===== config.mk =====
export PLATFORM = sky130hd
export DESIGN_NAME = fixed_priority_task_scheduler_core
export DESIGN_NICKNAME = d
export VERILOG_FILES = /design/src/rtl/fpts_pkg.sv /design/src/rtl/fixed_priority_task_scheduler_core.sv /design/src/rtl/fpts_ctrl.sv /design/src/rtl/fpts_datapath.sv
export SDC_FILE = /design/constraint.sdc
export NUM_CORES = 1
export LEC_CHECK = 0
export BUFFER_PORTS_ARGS = -buffer_cell sky130_fd_sc_hd__buf_2
export CAP_MARGIN = 20
export CORE_ASPECT_RATIO = 1.25
export CORE_MARGIN = 8
export CORE_UTILIZATION = 40
export CTS_CLUSTER_DIAMETER = 30
export DETAILED_ROUTE_END_ITERATION = 10
export HOLD_SLACK_MARGIN = 0.05
export PLACE_DENSITY = 0.59
export SKIP_LAST_GASP = 1
export SLEW_MARGIN = 20
export SYNTH_ARGS = -nofsm -noshare
export SYNTH_HDL_FRONTEND = slang
export SYNTH_SLANG_ARGS = --single-unit

===== constraint.sdc =====
create_clock -name aclk -period 5.5 [get_ports aclk]
set_clock_uncertainty 0.1 [all_clocks]
set_input_delay 0.275 -clock aclk [delete_from_list [all_inputs] [get_ports aclk]]
set_output_delay 0.275 -clock aclk [all_outputs]
set_load 0.02 [all_outputs]

===== src/rtl/fpts_pkg.sv =====
// Shared types and constants for the fixed-priority task scheduler.
// Holds operation, task status and controller state codes, and the
// command and status bundles between controller and datapath. No dependencies.
package fpts_pkg;

    localparam int MAX_TASKS_DEF   = 8;
    localparam int LOWEST_PRIO_DEF = 4;
    localparam int TICK_BITS_DEF   = 32;

    localparam int OP_W    = 3;
    localparam int PRIO_W  = 3;
    localparam int DELAY_W = 32;
    localparam int TICK_W  = 32;

    typedef enum logic [OP_W-1:0] {
        OP_CREATE   = 3'd0,
        OP_TICK     = 3'd1,
        OP_DELAY    = 3'd2,
        OP_SUSPEND  = 3'd3,
        OP_ACTIVATE = 3'd4,
        OP_START    = 3'd5
    } op_t;

    typedef enum logic [1:0] {
        ST_READY     = 2'd0,
        ST_RUNNING   = 2'd1,
        ST_WAITING   = 2'd2,
        ST_SUSPENDED = 2'd3
    } status_t;

    typedef enum logic [1:0] {
        CTL_IDLE   = 2'd0,
        CTL_APPLY  = 2'd1,
        CTL_SCAN   = 2'd2,
        CTL_COMMIT = 2'd3
    } state_t;

    typedef struct packed {
        logic capture;
        logic apply;
        logic scan_step;
        logic commit;
    } cmd_t;

    typedef struct packed {
        logic scan_last;
    } sts_t;

endpackage


===== src/rtl/fixed_priority_task_scheduler_core.sv =====
// Top level of the fixed-priority preemptive task scheduler.
// Instantiates fpts_ctrl and fpts_datapath; uses fpts_pkg for types and defaults.
//
//  channel  | direction | handshake          | payload
//  ---------+-----------+--------------------+-------------------------------------------
//  s_       | in        | s_valid / s_ready  | s_op, s_prio, s_delay_ticks, s_target_task
//  m_       | out       | m_valid / m_ready  | m_running_task, m_switch_needed,
//           |           |                    | m_tick_count, m_new_handle, m_table_full
//
// An item is captured, its operation is applied to the task table, the dispatch scan
// reads one table slot a cycle from slot 0 up to slot task_total, and the result is
// committed.
// Reset (aresetn low, synchronous) empties the table, zeroes the tick clock and marks
// every slot ready; the priority store is not cleared.
// A held result does not stop the next transfer; only the commit of that next item
// waits for the output register to drain.
module fixed_priority_task_scheduler_core #(
    parameter  int MAX_TASKS       = fpts_pkg::MAX_TASKS_DEF,
    parameter  int LOWEST_PRIORITY = fpts_pkg::LOWEST_PRIO_DEF,
    parameter  int TICK_BITS       = fpts_pkg::TICK_BITS_DEF,
    localparam int IDX_W           = $clog2(MAX_TASKS + 1),
    localparam int HANDLE_W        = (MAX_TASKS > 1) ? $clog2(MAX_TASKS) : 1
) (
    input  logic                         aclk,
    input  logic                         aresetn,
    // input channel
    input  logic                         s_valid,
    output logic                         s_ready,
    input  logic [fpts_pkg::OP_W-1:0]    s_op,
    input  logic [fpts_pkg::PRIO_W-1:0]  s_prio,
    input  logic [fpts_pkg::DELAY_W-1:0] s_delay_ticks,
    input  logic [HANDLE_W-1:0]          s_target_task,
    // result channel
    output logic                         m_valid,
    input  logic                         m_ready,
    output logic [IDX_W-1:0]             m_running_task,
    output logic                         m_switch_needed,
    output logic [fpts_pkg::TICK_W-1:0]  m_tick_count,
    output logic [HANDLE_W-1:0]          m_new_handle,
    output logic                         m_table_full
);

    fpts_pkg::cmd_t cmd;
    fpts_pkg::sts_t sts;

    // sequencing: capture, apply, scan, commit
    fpts_ctrl u_ctrl (
        .aclk    (aclk),
        .aresetn (aresetn),
        .s_valid (s_valid),
        .s_ready (s_ready),
        .m_valid (m_valid),
        .m_ready (m_ready),
        .sts     (sts),
        .cmd     (cmd)
    );

    // task table, tick clock, scan registers and result register
    fpts_datapath #(
        .MAX_TASKS       (MAX_TASKS),
        .LOWEST_PRIORITY (LOWEST_PRIORITY),
        .TICK_BITS       (TICK_BITS)
    ) u_datapath (
        .aclk            (aclk),
        .aresetn         (aresetn),
        .cmd             (cmd),
        .sts             (sts),
        .s_op            (s_op),
        .s_prio          (s_prio),
        .s_delay_ticks   (s_delay_ticks),
        .s_target_task   (s_target_task),
        .m_running_task  (m_running_task),
        .m_switch_needed (m_switch_needed),
        .m_tick_count    (m_tick_count),
        .m_new_handle    (m_new_handle),
        .m_table_full    (m_table_full)
    );

endmodule


===== src/rtl/fpts_ctrl.sv =====
// Sequencing state machine for the task scheduler.
// Depends on fpts_pkg for state, command and status types.
module fpts_ctrl (
    input  logic           aclk,
    input  logic           aresetn,
    input  logic           s_valid,
    output logic           s_ready,
    output logic           m_valid,
    input  logic           m_ready,
    input  fpts_pkg::sts_t sts,
    output fpts_pkg::cmd_t cmd
);

    fpts_pkg::state_t state_reg, state_next;
    logic             out_valid_reg, out_valid_next;
    logic             out_free;

    assign out_free = !out_valid_reg || m_ready;

    always_ff @(posedge aclk) begin
        if (!aresetn) begin
            state_reg     <= fpts_pkg::CTL_IDLE;
            out_valid_reg <= 1'b0;
        end else begin
            state_reg     <= state_next;
            out_valid_reg <= out_valid_next;
        end
    end

    // next state
    always_comb begin
        state_next = state_reg;
        unique case (state_reg)
            fpts_pkg::CTL_IDLE: begin
                if (s_valid) state_next = fpts_pkg::CTL_APPLY;
            end
            fpts_pkg::CTL_APPLY: begin
                state_next = fpts_pkg::CTL_SCAN;
            end
            fpts_pkg::CTL_SCAN: begin
                if (sts.scan_last) state_next = fpts_pkg::CTL_COMMIT;
            end
            fpts_pkg::CTL_COMMIT: begin
                if (out_free) state_next = fpts_pkg::CTL_IDLE;
            end
            default: state_next = fpts_pkg::CTL_IDLE;
        endcase
    end

    // outputs
    always_comb begin
        cmd            = '0;
        s_ready        = 1'b0;
        out_valid_next = out_valid_reg && !m_ready;
        unique case (state_reg)
            fpts_pkg::CTL_IDLE: begin
                s_ready     = 1'b1;
                cmd.capture = s_valid;
            end
            fpts_pkg::CTL_APPLY: begin
                cmd.apply = 1'b1;
            end
            fpts_pkg::CTL_SCAN: begin
                cmd.scan_step = 1'b1;
            end
            fpts_pkg::CTL_COMMIT: begin
                cmd.commit = out_free;
                if (out_free) out_valid_next = 1'b1;
            end
            default: begin
                cmd = '0;
            end
        endcase
    end

    assign m_valid = out_valid_reg;

    a_commit_holds: assert property (@(posedge aclk) disable iff (!aresetn)
        (state_reg == fpts_pkg::CTL_COMMIT && out_valid_reg && !m_ready)
        |=> state_reg == fpts_pkg::CTL_COMMIT)
        else $error("commit left while the output register was still full");

    a_result_from_commit: assert property (@(posedge aclk) disable iff (!aresetn)
        $rose(out_valid_reg) |-> $past(state_reg == fpts_pkg::CTL_COMMIT))
        else $error("result raised outside the commit step");

    a_accept_applies: assert property (@(posedge aclk) disable iff (!aresetn)
        (s_valid && s_ready) |=> state_reg == fpts_pkg::CTL_APPLY)
        else $error("accepted transfer not followed by the apply step");

endmodule


===== src/rtl/fpts_datapath.sv =====
// Task table, tick clock, dispatch scan and result register of the scheduler.
// Depends on fpts_pkg for codes and for the command and status bundles.
module fpts_datapath #(
    parameter  int MAX_TASKS       = fpts_pkg::MAX_TASKS_DEF,
    parameter  int LOWEST_PRIORITY = fpts_pkg::LOWEST_PRIO_DEF,
    parameter  int TICK_BITS       = fpts_pkg::TICK_BITS_DEF,
    localparam int IDX_W           = $clog2(MAX_TASKS + 1),
    localparam int HANDLE_W        = (MAX_TASKS > 1) ? $clog2(MAX_TASKS) : 1
) (
    input  logic                         aclk,
    input  logic                         aresetn,
    input  fpts_pkg::cmd_t               cmd,
    output fpts_pkg::sts_t               sts,
    input  logic [fpts_pkg::OP_W-1:0]    s_op,
    input  logic [fpts_pkg::PRIO_W-1:0]  s_prio,
    input  logic [fpts_pkg::DELAY_W-1:0] s_delay_ticks,
    input  logic [HANDLE_W-1:0]          s_target_task,
    output logic [IDX_W-1:0]             m_running_task,
    output logic                         m_switch_needed,
    output logic [fpts_pkg::TICK_W-1:0]  m_tick_count,
    output logic [HANDLE_W-1:0]          m_new_handle,
    output logic                         m_table_full
);

    localparam int PW = ($clog2(LOWEST_PRIORITY + 1) > fpts_pkg::PRIO_W) ?
                        $clog2(LOWEST_PRIORITY + 1) : fpts_pkg::PRIO_W;

    // captured item
    fpts_pkg::op_t                op_reg;
    logic [fpts_pkg::PRIO_W-1:0]  prio_in_reg;
    logic [fpts_pkg::DELAY_W-1:0] delay_reg;
    logic [HANDLE_W-1:0]          target_reg;

    // task table
    logic [PW-1:0]                prio_mem_reg [0:MAX_TASKS];
    fpts_pkg::status_t            status_reg   [0:MAX_TASKS];
    logic [fpts_pkg::DELAY_W-1:0] wait_reg     [0:MAX_TASKS-1];
    logic [IDX_W-1:0]             total_reg;
    logic [IDX_W-1:0]             cur_reg;
    logic [TICK_BITS-1:0]         clock_reg;
    logic                         first_reg;
    logic                         idle_valid_reg;   // slot total_reg holds a started idle task

    // per-item results
    logic [HANDLE_W-1:0]          handle_reg;
    logic                         full_reg;

    // dispatch scan
    logic [IDX_W-1:0]             scan_idx_reg;
    logic [IDX_W-1:0]             best_idx_reg;
    logic [PW-1:0]                best_prio_reg;
    logic                         found_reg;

    logic [IDX_W-1:0]             target_ext;
    logic                         target_written;
    logic                         target_ok;
    logic                         total_lt_max;
    logic                         cur_lt_max;
    logic                         scan_written;
    logic [PW-1:0]                scan_prio;
    fpts_pkg::status_t            scan_st;
    logic                         scan_take;
    logic                         change;

    assign total_lt_max   = total_reg < IDX_W'(MAX_TASKS);
    assign cur_lt_max     = cur_reg < IDX_W'(MAX_TASKS);
    assign target_ext     = IDX_W'(target_reg);
    assign target_written = (target_ext < total_reg) || idle_valid_reg;
    assign target_ok      = (target_ext <= total_reg) && target_written &&
                            (status_reg[target_ext] == fpts_pkg::ST_WAITING ||
                             status_reg[target_ext] == fpts_pkg::ST_SUSPENDED);

    assign scan_written = (scan_idx_reg < total_reg) || idle_valid_reg;
    assign scan_prio    = prio_mem_reg[scan_idx_reg];
    assign scan_st      = status_reg[scan_idx_reg];
    assign scan_take    = scan_written && (scan_prio <= PW'(LOWEST_PRIORITY)) &&
                          (scan_st == fpts_pkg::ST_READY || scan_st == fpts_pkg::ST_RUNNING) &&
                          (!found_reg || scan_prio < best_prio_reg);
    assign sts.scan_last = scan_idx_reg == total_reg;
    assign change        = found_reg && (best_idx_reg != cur_reg);

    // capture
    always_ff @(posedge aclk) begin
        if (cmd.capture) begin
            op_reg      <= fpts_pkg::op_t'(s_op);
            prio_in_reg <= s_prio;
            delay_reg   <= s_delay_ticks;
            target_reg  <= s_target_task;
        end
    end

    // control registers of the table
    always_ff @(posedge aclk) begin
        if (!aresetn) begin
            total_reg      <= '0;
            cur_reg        <= '0;
            clock_reg      <= '0;
            first_reg      <= 1'b1;
            idle_valid_reg <= 1'b0;
        end else if (cmd.apply) begin
            unique case (op_reg)
                fpts_pkg::OP_CREATE: begin
                    if (total_lt_max) begin
                        total_reg      <= total_reg + IDX_W'(1);
                        idle_valid_reg <= 1'b0;
                    end
                end
                fpts_pkg::OP_TICK: begin
                    clock_reg <= clock_reg + TICK_BITS'(1);
                end
                fpts_pkg::OP_START: begin
                    idle_valid_reg <= 1'b1;
                end
                default: begin
                    idle_valid_reg <= idle_valid_reg;
                end
            endcase
        end else if (cmd.commit) begin
            if (change) first_reg <= 1'b0;
            if (found_reg) cur_reg <= best_idx_reg;
        end
    end

    // priorities: written by create and start only
    always_ff @(posedge aclk) begin
        if (cmd.apply) begin
            if (op_reg == fpts_pkg::OP_CREATE && total_lt_max)
                prio_mem_reg[total_reg] <= PW'(prio_in_reg);
            else if (op_reg == fpts_pkg::OP_START)
                prio_mem_reg[total_reg] <= PW'(LOWEST_PRIORITY);
        end
    end

    // status table
    always_ff @(posedge aclk) begin
        if (!aresetn) begin
            for (int i = 0; i <= MAX_TASKS; i++) status_reg[i] <= fpts_pkg::ST_READY;
        end else if (cmd.apply) begin
            unique case (op_reg)
                fpts_pkg::OP_CREATE: begin
                    if (total_lt_max) status_reg[total_reg] <= fpts_pkg::ST_READY;
                end
                fpts_pkg::OP_TICK: begin
                    for (int i = 0; i < MAX_TASKS; i++) begin
                        if (status_reg[i] == fpts_pkg::ST_WAITING &&
                            wait_reg[i] == fpts_pkg::DELAY_W'(1))
                            status_reg[i] <= fpts_pkg::ST_READY;
                    end
                end
                fpts_pkg::OP_DELAY: begin
                    if (cur_lt_max && delay_reg != '0)
                        status_reg[cur_reg] <= fpts_pkg::ST_WAITING;
                end
                fpts_pkg::OP_SUSPEND: begin
                    status_reg[cur_reg] <= fpts_pkg::ST_SUSPENDED;
                end
                fpts_pkg::OP_ACTIVATE: begin
                    if (target_ok) status_reg[target_ext] <= fpts_pkg::ST_READY;
                end
                fpts_pkg::OP_START: begin
                    status_reg[total_reg] <= fpts_pkg::ST_READY;
                end
                default: begin
                    status_reg[cur_reg] <= status_reg[cur_reg];
                end
            endcase
        end else if (cmd.commit && found_reg) begin
            if (change && status_reg[cur_reg] == fpts_pkg::ST_RUNNING)
                status_reg[cur_reg] <= fpts_pkg::ST_READY;
            status_reg[best_idx_reg] <= fpts_pkg::ST_RUNNING;
        end
    end

    // delay counters
    always_ff @(posedge aclk) begin
        if (cmd.apply) begin
            unique case (op_reg)
                fpts_pkg::OP_CREATE: begin
                    if (total_lt_max) wait_reg[total_reg[HANDLE_W-1:0]] <= '0;
                end
                fpts_pkg::OP_TICK: begin
                    for (int i = 0; i < MAX_TASKS; i++) begin
                        if (status_reg[i] == fpts_pkg::ST_WAITING)
                            wait_reg[i] <= wait_reg[i] - fpts_pkg::DELAY_W'(1);
                    end
                end
                fpts_pkg::OP_DELAY: begin
                    if (cur_lt_max && delay_reg != '0)
                        wait_reg[cur_reg[HANDLE_W-1:0]] <= delay_reg;
                end
                fpts_pkg::OP_ACTIVATE: begin
                    if (target_ok && target_ext < IDX_W'(MAX_TASKS))
                        wait_reg[target_reg] <= '0;
                end
                fpts_pkg::OP_START: begin
                    if (total_lt_max) wait_reg[total_reg[HANDLE_W-1:0]] <= '0;
                end
                default: begin
                end
            endcase
        end
    end

    // per-item create result
    always_ff @(posedge aclk) begin
        if (cmd.apply) begin
            handle_reg <= '0;
            full_reg   <= 1'b0;
            if (op_reg == fpts_pkg::OP_CREATE) begin
                if (total_lt_max) handle_reg <= total_reg[HANDLE_W-1:0];
                else              full_reg   <= 1'b1;
            end
        end
    end

    // dispatch scan: one slot a cycle, strict compare keeps the lowest index
    always_ff @(posedge aclk) begin
        if (!aresetn) begin
            found_reg <= 1'b0;
        end else if (cmd.apply) begin
            found_reg <= 1'b0;
        end else if (cmd.scan_step && scan_take) begin
            found_reg <= 1'b1;
        end
    end

    always_ff @(posedge aclk) begin
        if (cmd.apply) begin
            scan_idx_reg <= '0;
        end else if (cmd.scan_step) begin
            scan_idx_reg <= scan_idx_reg + IDX_W'(1);
            if (scan_take) begin
                best_idx_reg  <= scan_idx_reg;
                best_prio_reg <= scan_prio;
            end
        end
    end

    // result register
    always_ff @(posedge aclk) begin
        if (cmd.commit) begin
            m_running_task  <= found_reg ? best_idx_reg : cur_reg;
            m_switch_needed <= change && !first_reg;
            m_tick_count    <= fpts_pkg::TICK_W'(clock_reg);
            m_new_handle    <= handle_reg;
            m_table_full    <= full_reg;
        end
    end

    a_total_range: assert property (@(posedge aclk) disable iff (!aresetn)
        total_reg <= IDX_W'(MAX_TASKS))
        else $error("task count beyond the table");

    a_cur_range: assert property (@(posedge aclk) disable iff (!aresetn)
        cur_reg <= IDX_W'(MAX_TASKS))
        else $error("current task index beyond the table");

    a_pick_runs: assert property (@(posedge aclk) disable iff (!aresetn)
        (cmd.commit && found_reg) |=>
        (cur_reg == $past(best_idx_reg) && status_reg[cur_reg] == fpts_pkg::ST_RUNNING))
        else $error("dispatched task not marked running");

    a_no_pick_holds: assert property (@(posedge aclk) disable iff (!aresetn)
        (cmd.commit && !found_reg) |=> (cur_reg == $past(cur_reg) && !m_switch_needed))
        else $error("current task moved without a candidate");

endmodule


==> impl_metrics.env <==
export IMPL_synthMuxAreaShare_pct=4.65
export IMPL_synthAdderAreaFrac_pct=1.90
export IMPL_ys_seq_elements=469
export IMPL_fin_cells=3039
export IMPL_pwr_share_clk_pct=53.9
export IMPL_ir_drop_v=0.000301
export IMPL_layout_nets=2284
export IMPL_setup_tns_ns=0
export IMPL_wire_per_inst_um=21.4
export IMPL_num_vias=16994
export IMPL_grt_total_usage_pct=19.4
export IMPL_dp_hpwl_mm=41.7
export IMPL_drive_gt1_share_pct=15.4
export IMPL_reg2reg_slack_ns=1.47
export IMPL_p_int_mw=8.47
export IMPL_reg2reg_from="u_datapath.total_reg[1]$_SDFFE_PN0P_"
export IMPL_clock_path_buffers=3
export IMPL_yosys_warnings=0
export IMPL_largest_reg_flops=256
export IMPL_num_fill_cells=5105
export IMPL_synth_area_top_cells="edfxtp_1 49%, dfxtp_1 8.1%, xnor2_1 6.7%"
export IMPL_routed_wl_mm=65.1
export IMPL_cts_tree="built"
export IMPL_synth_compound_area_share_pct=8.83
export IMPL_portBuffers=87
export IMPL_hold_viol=0
export IMPL_die_x_um=231
export IMPL_cp_start_kind="register"
export IMPL_core_sq_um=57100
export IMPL_initial_utilization_pct=40.3
export IMPL_syn_nets=2094
export IMPL_crit_start="u_datapath.total_reg[1]$_SDFFE_PN0P_"
export IMPL_swShare_pct=25.0
export IMPL_period_share_pct=73.3
export IMPL_area_delta_synth_final_pct=22.8
export IMPL_ios=88
export IMPL_synth_edf_count=376
export IMPL_max_slew_margin_rel_pct=29.1
export IMPL_yosysMostFrequentCell="edfxtp_1"
export IMPL_synth_top_family_by_area="simple AND/OR/NAND/NOR gates"
export IMPL_seqPwrFrac_pct=38.1
export IMPL_path_class="register to register"
export IMPL_clkSinkCount=469
export IMPL_dr_pass1_iters=5
export IMPL_reg2reg_depth=10
export IMPL_clock_fmax_ghz=0.248
export IMPL_worstSetupEndpoint="u_datapath.wait_reg[1][21]$_DFFE_PP_"
export IMPL_cp_max_fo=20
export IMPL_place_congestion=0.898
export IMPL_num_rows=98
export IMPL_cts_max_level=3
export IMPL_grt_overflow_total=0
export IMPL_cellPowerDensity_nw_per_um2=399
export IMPL_dieArea_sq_um=65600
export IMPL_clkTransAtPathRegs_ns=0.06
export IMPL_timing_rr_end="u_datapath.wait_reg[1][21]$_DFFE_PP_"
export IMPL_drtIter0Drc=1330
export IMPL_syn_avg_cell_area_sq_um=11.4
export IMPL_clock_latency_ns=0.63
export IMPL_endpoint_kind="register"
export IMPL_maxSlewViolCount=0
export IMPL_synthesis_area_sq_um=23100
export IMPL_ant_nets=0
export IMPL_seq_area_frac_synth_pct=57.0
export IMPL_holdWs_ns=0.254
export IMPL_ys_async_sr_fraction_pct=0
export IMPL_finalInstanceArea_sq_um=28300
export IMPL_synth_simple_area_share_pct=16.0
export IMPL_die_y_um=284
export IMPL_required_ns=5.72
export IMPL_max_slew_worst_pin_slew_ns=1.05
export IMPL_synth_main_ff_cell="edfxtp_1"
export IMPL_synth_top_area_share_pct=49.0
export IMPL_power_leakage_nw=9.42
export IMPL_synth_xor_area_share_pct=9.84
export IMPL_antenna_found_initial=5
export IMPL_synth_cells=2014
export IMPL_switchingPower_mw=2.82
export IMPL_grt_pass1_wl_mm=99.2
export IMPL_arrival_ns=4.25
export IMPL_outcome="finished, final reports clean"
export IMPL_p_comb_share_pct=7.9
export IMPL_setup_viol=0
export IMPL_via_per_inst=5.59
export IMPL_grt_pass1_vias=17167
export IMPL_placed_cell_area_sq_um=24400
export IMPL_max_cap_viol_count=0
export IMPL_post_cts_setup_buffers=0
export IMPL_synth_top_area_cell="edfxtp_1"
export IMPL_cts_root_buffer="clkbuf_16"
export IMPL_numCtsBuffers=94
export IMPL_finalCriticalPeriod_ns=4.03
export IMPL_min_path_type="input pin to register"
export IMPL_rsz0062_at_grt="no"
export IMPL_grt_max_degree=44
export IMPL_dpl_cell_count=2814
export IMPL_yosys_top_cells_count="376 x edfxtp_1, 273 x o21ai_0, 176 x xnor2_1, 159 x nor2_1, 136 x nand2_1"
export IMPL_drc=0
export IMPL_yosysUniqueCellTypes=78
==> layer usage <==
layer / global-route usage, % / vias to the layer above / wire length, um / share of wire, %
met4: 10.0 / 0 / 3010 / 4.6
met1: 22.9 / 8341 / 25700 / 39
met5: 0 / - / 0 / 0
li1: - / 7909 / - / -
met2: 33.4 / 579 / 32500 / 50
met3: 3.70 / 165 / 3880 / 6.0
==> power by group through the flow <==
stage	combinational (mW)	sequential (mW)	clock [mW]
floorplan	0.540	4.34	0
global placement	0.855	4.36	0
detailed placement	0.873	4.37	0
CTS	0.900	4.30	6.17
global route	0.973	4.33	6.32
finish	0.893	4.31	6.09
==> cells in the final DEF, fill, tap and decap left out, types with 68 or more instances in the layout <==
cell type  netlist  layout
edfxtp_1       376     376
o21ai_0        273     269
xnor2_1        176     176
nor2_1         159     159
nand2_1        136     136
clkbuf_16        0      95
dfxtp_1         93      93
nor3_1          88      88
buf_2            6      87
xor2_1          83      83
nor4_1          68      68
==> stage by stage <==
| step | setup WS [ns] | util, % | power [mW] |
|---|---|---|---|
| detailed placement | 1.47 | 42.8 | 5.24 |
| floorplan | 0.406 | - | 4.88 |
| global route | 1.13 | 49.6 | 11.6 |
| global placement | 1.60 | 42.8 | 5.22 |
| finish | 1.47 | 49.6 | 11.3 |
| CTS | 1.48 | 49.5 | 11.4 |
==> repair_timing <==
item | CTS | global route
hold buffers | 44 | 0
endpoints found under the hold margin | 47 | 0
setup endpoints to repair | 0 | 0
resized for setup | 0 | 0
==> worst min path at each step <==
stage | from | cells past startpoint | slack (ns) | to
after floorplan | s_delay_ticks[0] | 0 | 0.27 | u_datapath.delay_reg[0]$_DFFE_PP_
after global placement | u_datapath.handle_reg[0]$_SDFFCE_PN0P_ | 0 | 0.33 | u_datapath.m_new_handle[0]$_DFFE_PP_
after detailed placement | u_datapath.handle_reg[0]$_SDFFCE_PN0P_ | 0 | 0.31 | u_datapath.m_new_handle[0]$_DFFE_PP_
after CTS | s_prio[1] | 2 | 0.22 | u_datapath.prio_in_reg[1]$_DFFE_PP_
after global routing | s_prio[0] | 2 | 0.24 | u_datapath.prio_in_reg[0]$_DFFE_PP_
final | s_prio[0] | 2 | 0.25 | u_datapath.prio_in_reg[0]$_DFFE_PP_
==> cell type report <==
class / instances / area, sq um / area share, %
diodes: 4 / 10.0 / 0.0353
clock buffers: 102 / 2420 / 8.56
clock inverters: 75 / 998 / 3.53
inverters: 42 / 158 / 0.557
multi-input cells: 1441 / 9580 / 33.8
flip-flops and latches: 469 / 13200 / 46.4
well taps: 750 / 938 / 3.31
repair buffers: 156 / 1060 / 3.76
==> kinds of logic after synthesis <==
group | after synthesis
AND/OR/NAND/NOR | 707
AO/OA/AOI/OAI | 366
flip-flops | 469
multiplexers | 74
XOR/XNOR | 259
buffers and inverters | 104
adder cells (fa/ha/maj) | 35
==> worst max-delay path: stages (launching register included) <==
cell      delay, ns
dfxtp_1        0.43
inv_1          0.16
ha_1           0.34
a211oi_1       0.40
o211ai_1       0.35
or2_2          0.38
nand2_1        0.07
a21oi_1        0.10
nand2b_1       0.24
o21ai_2        0.80
buf_4          0.36
(Power assumes the default switching activity.)
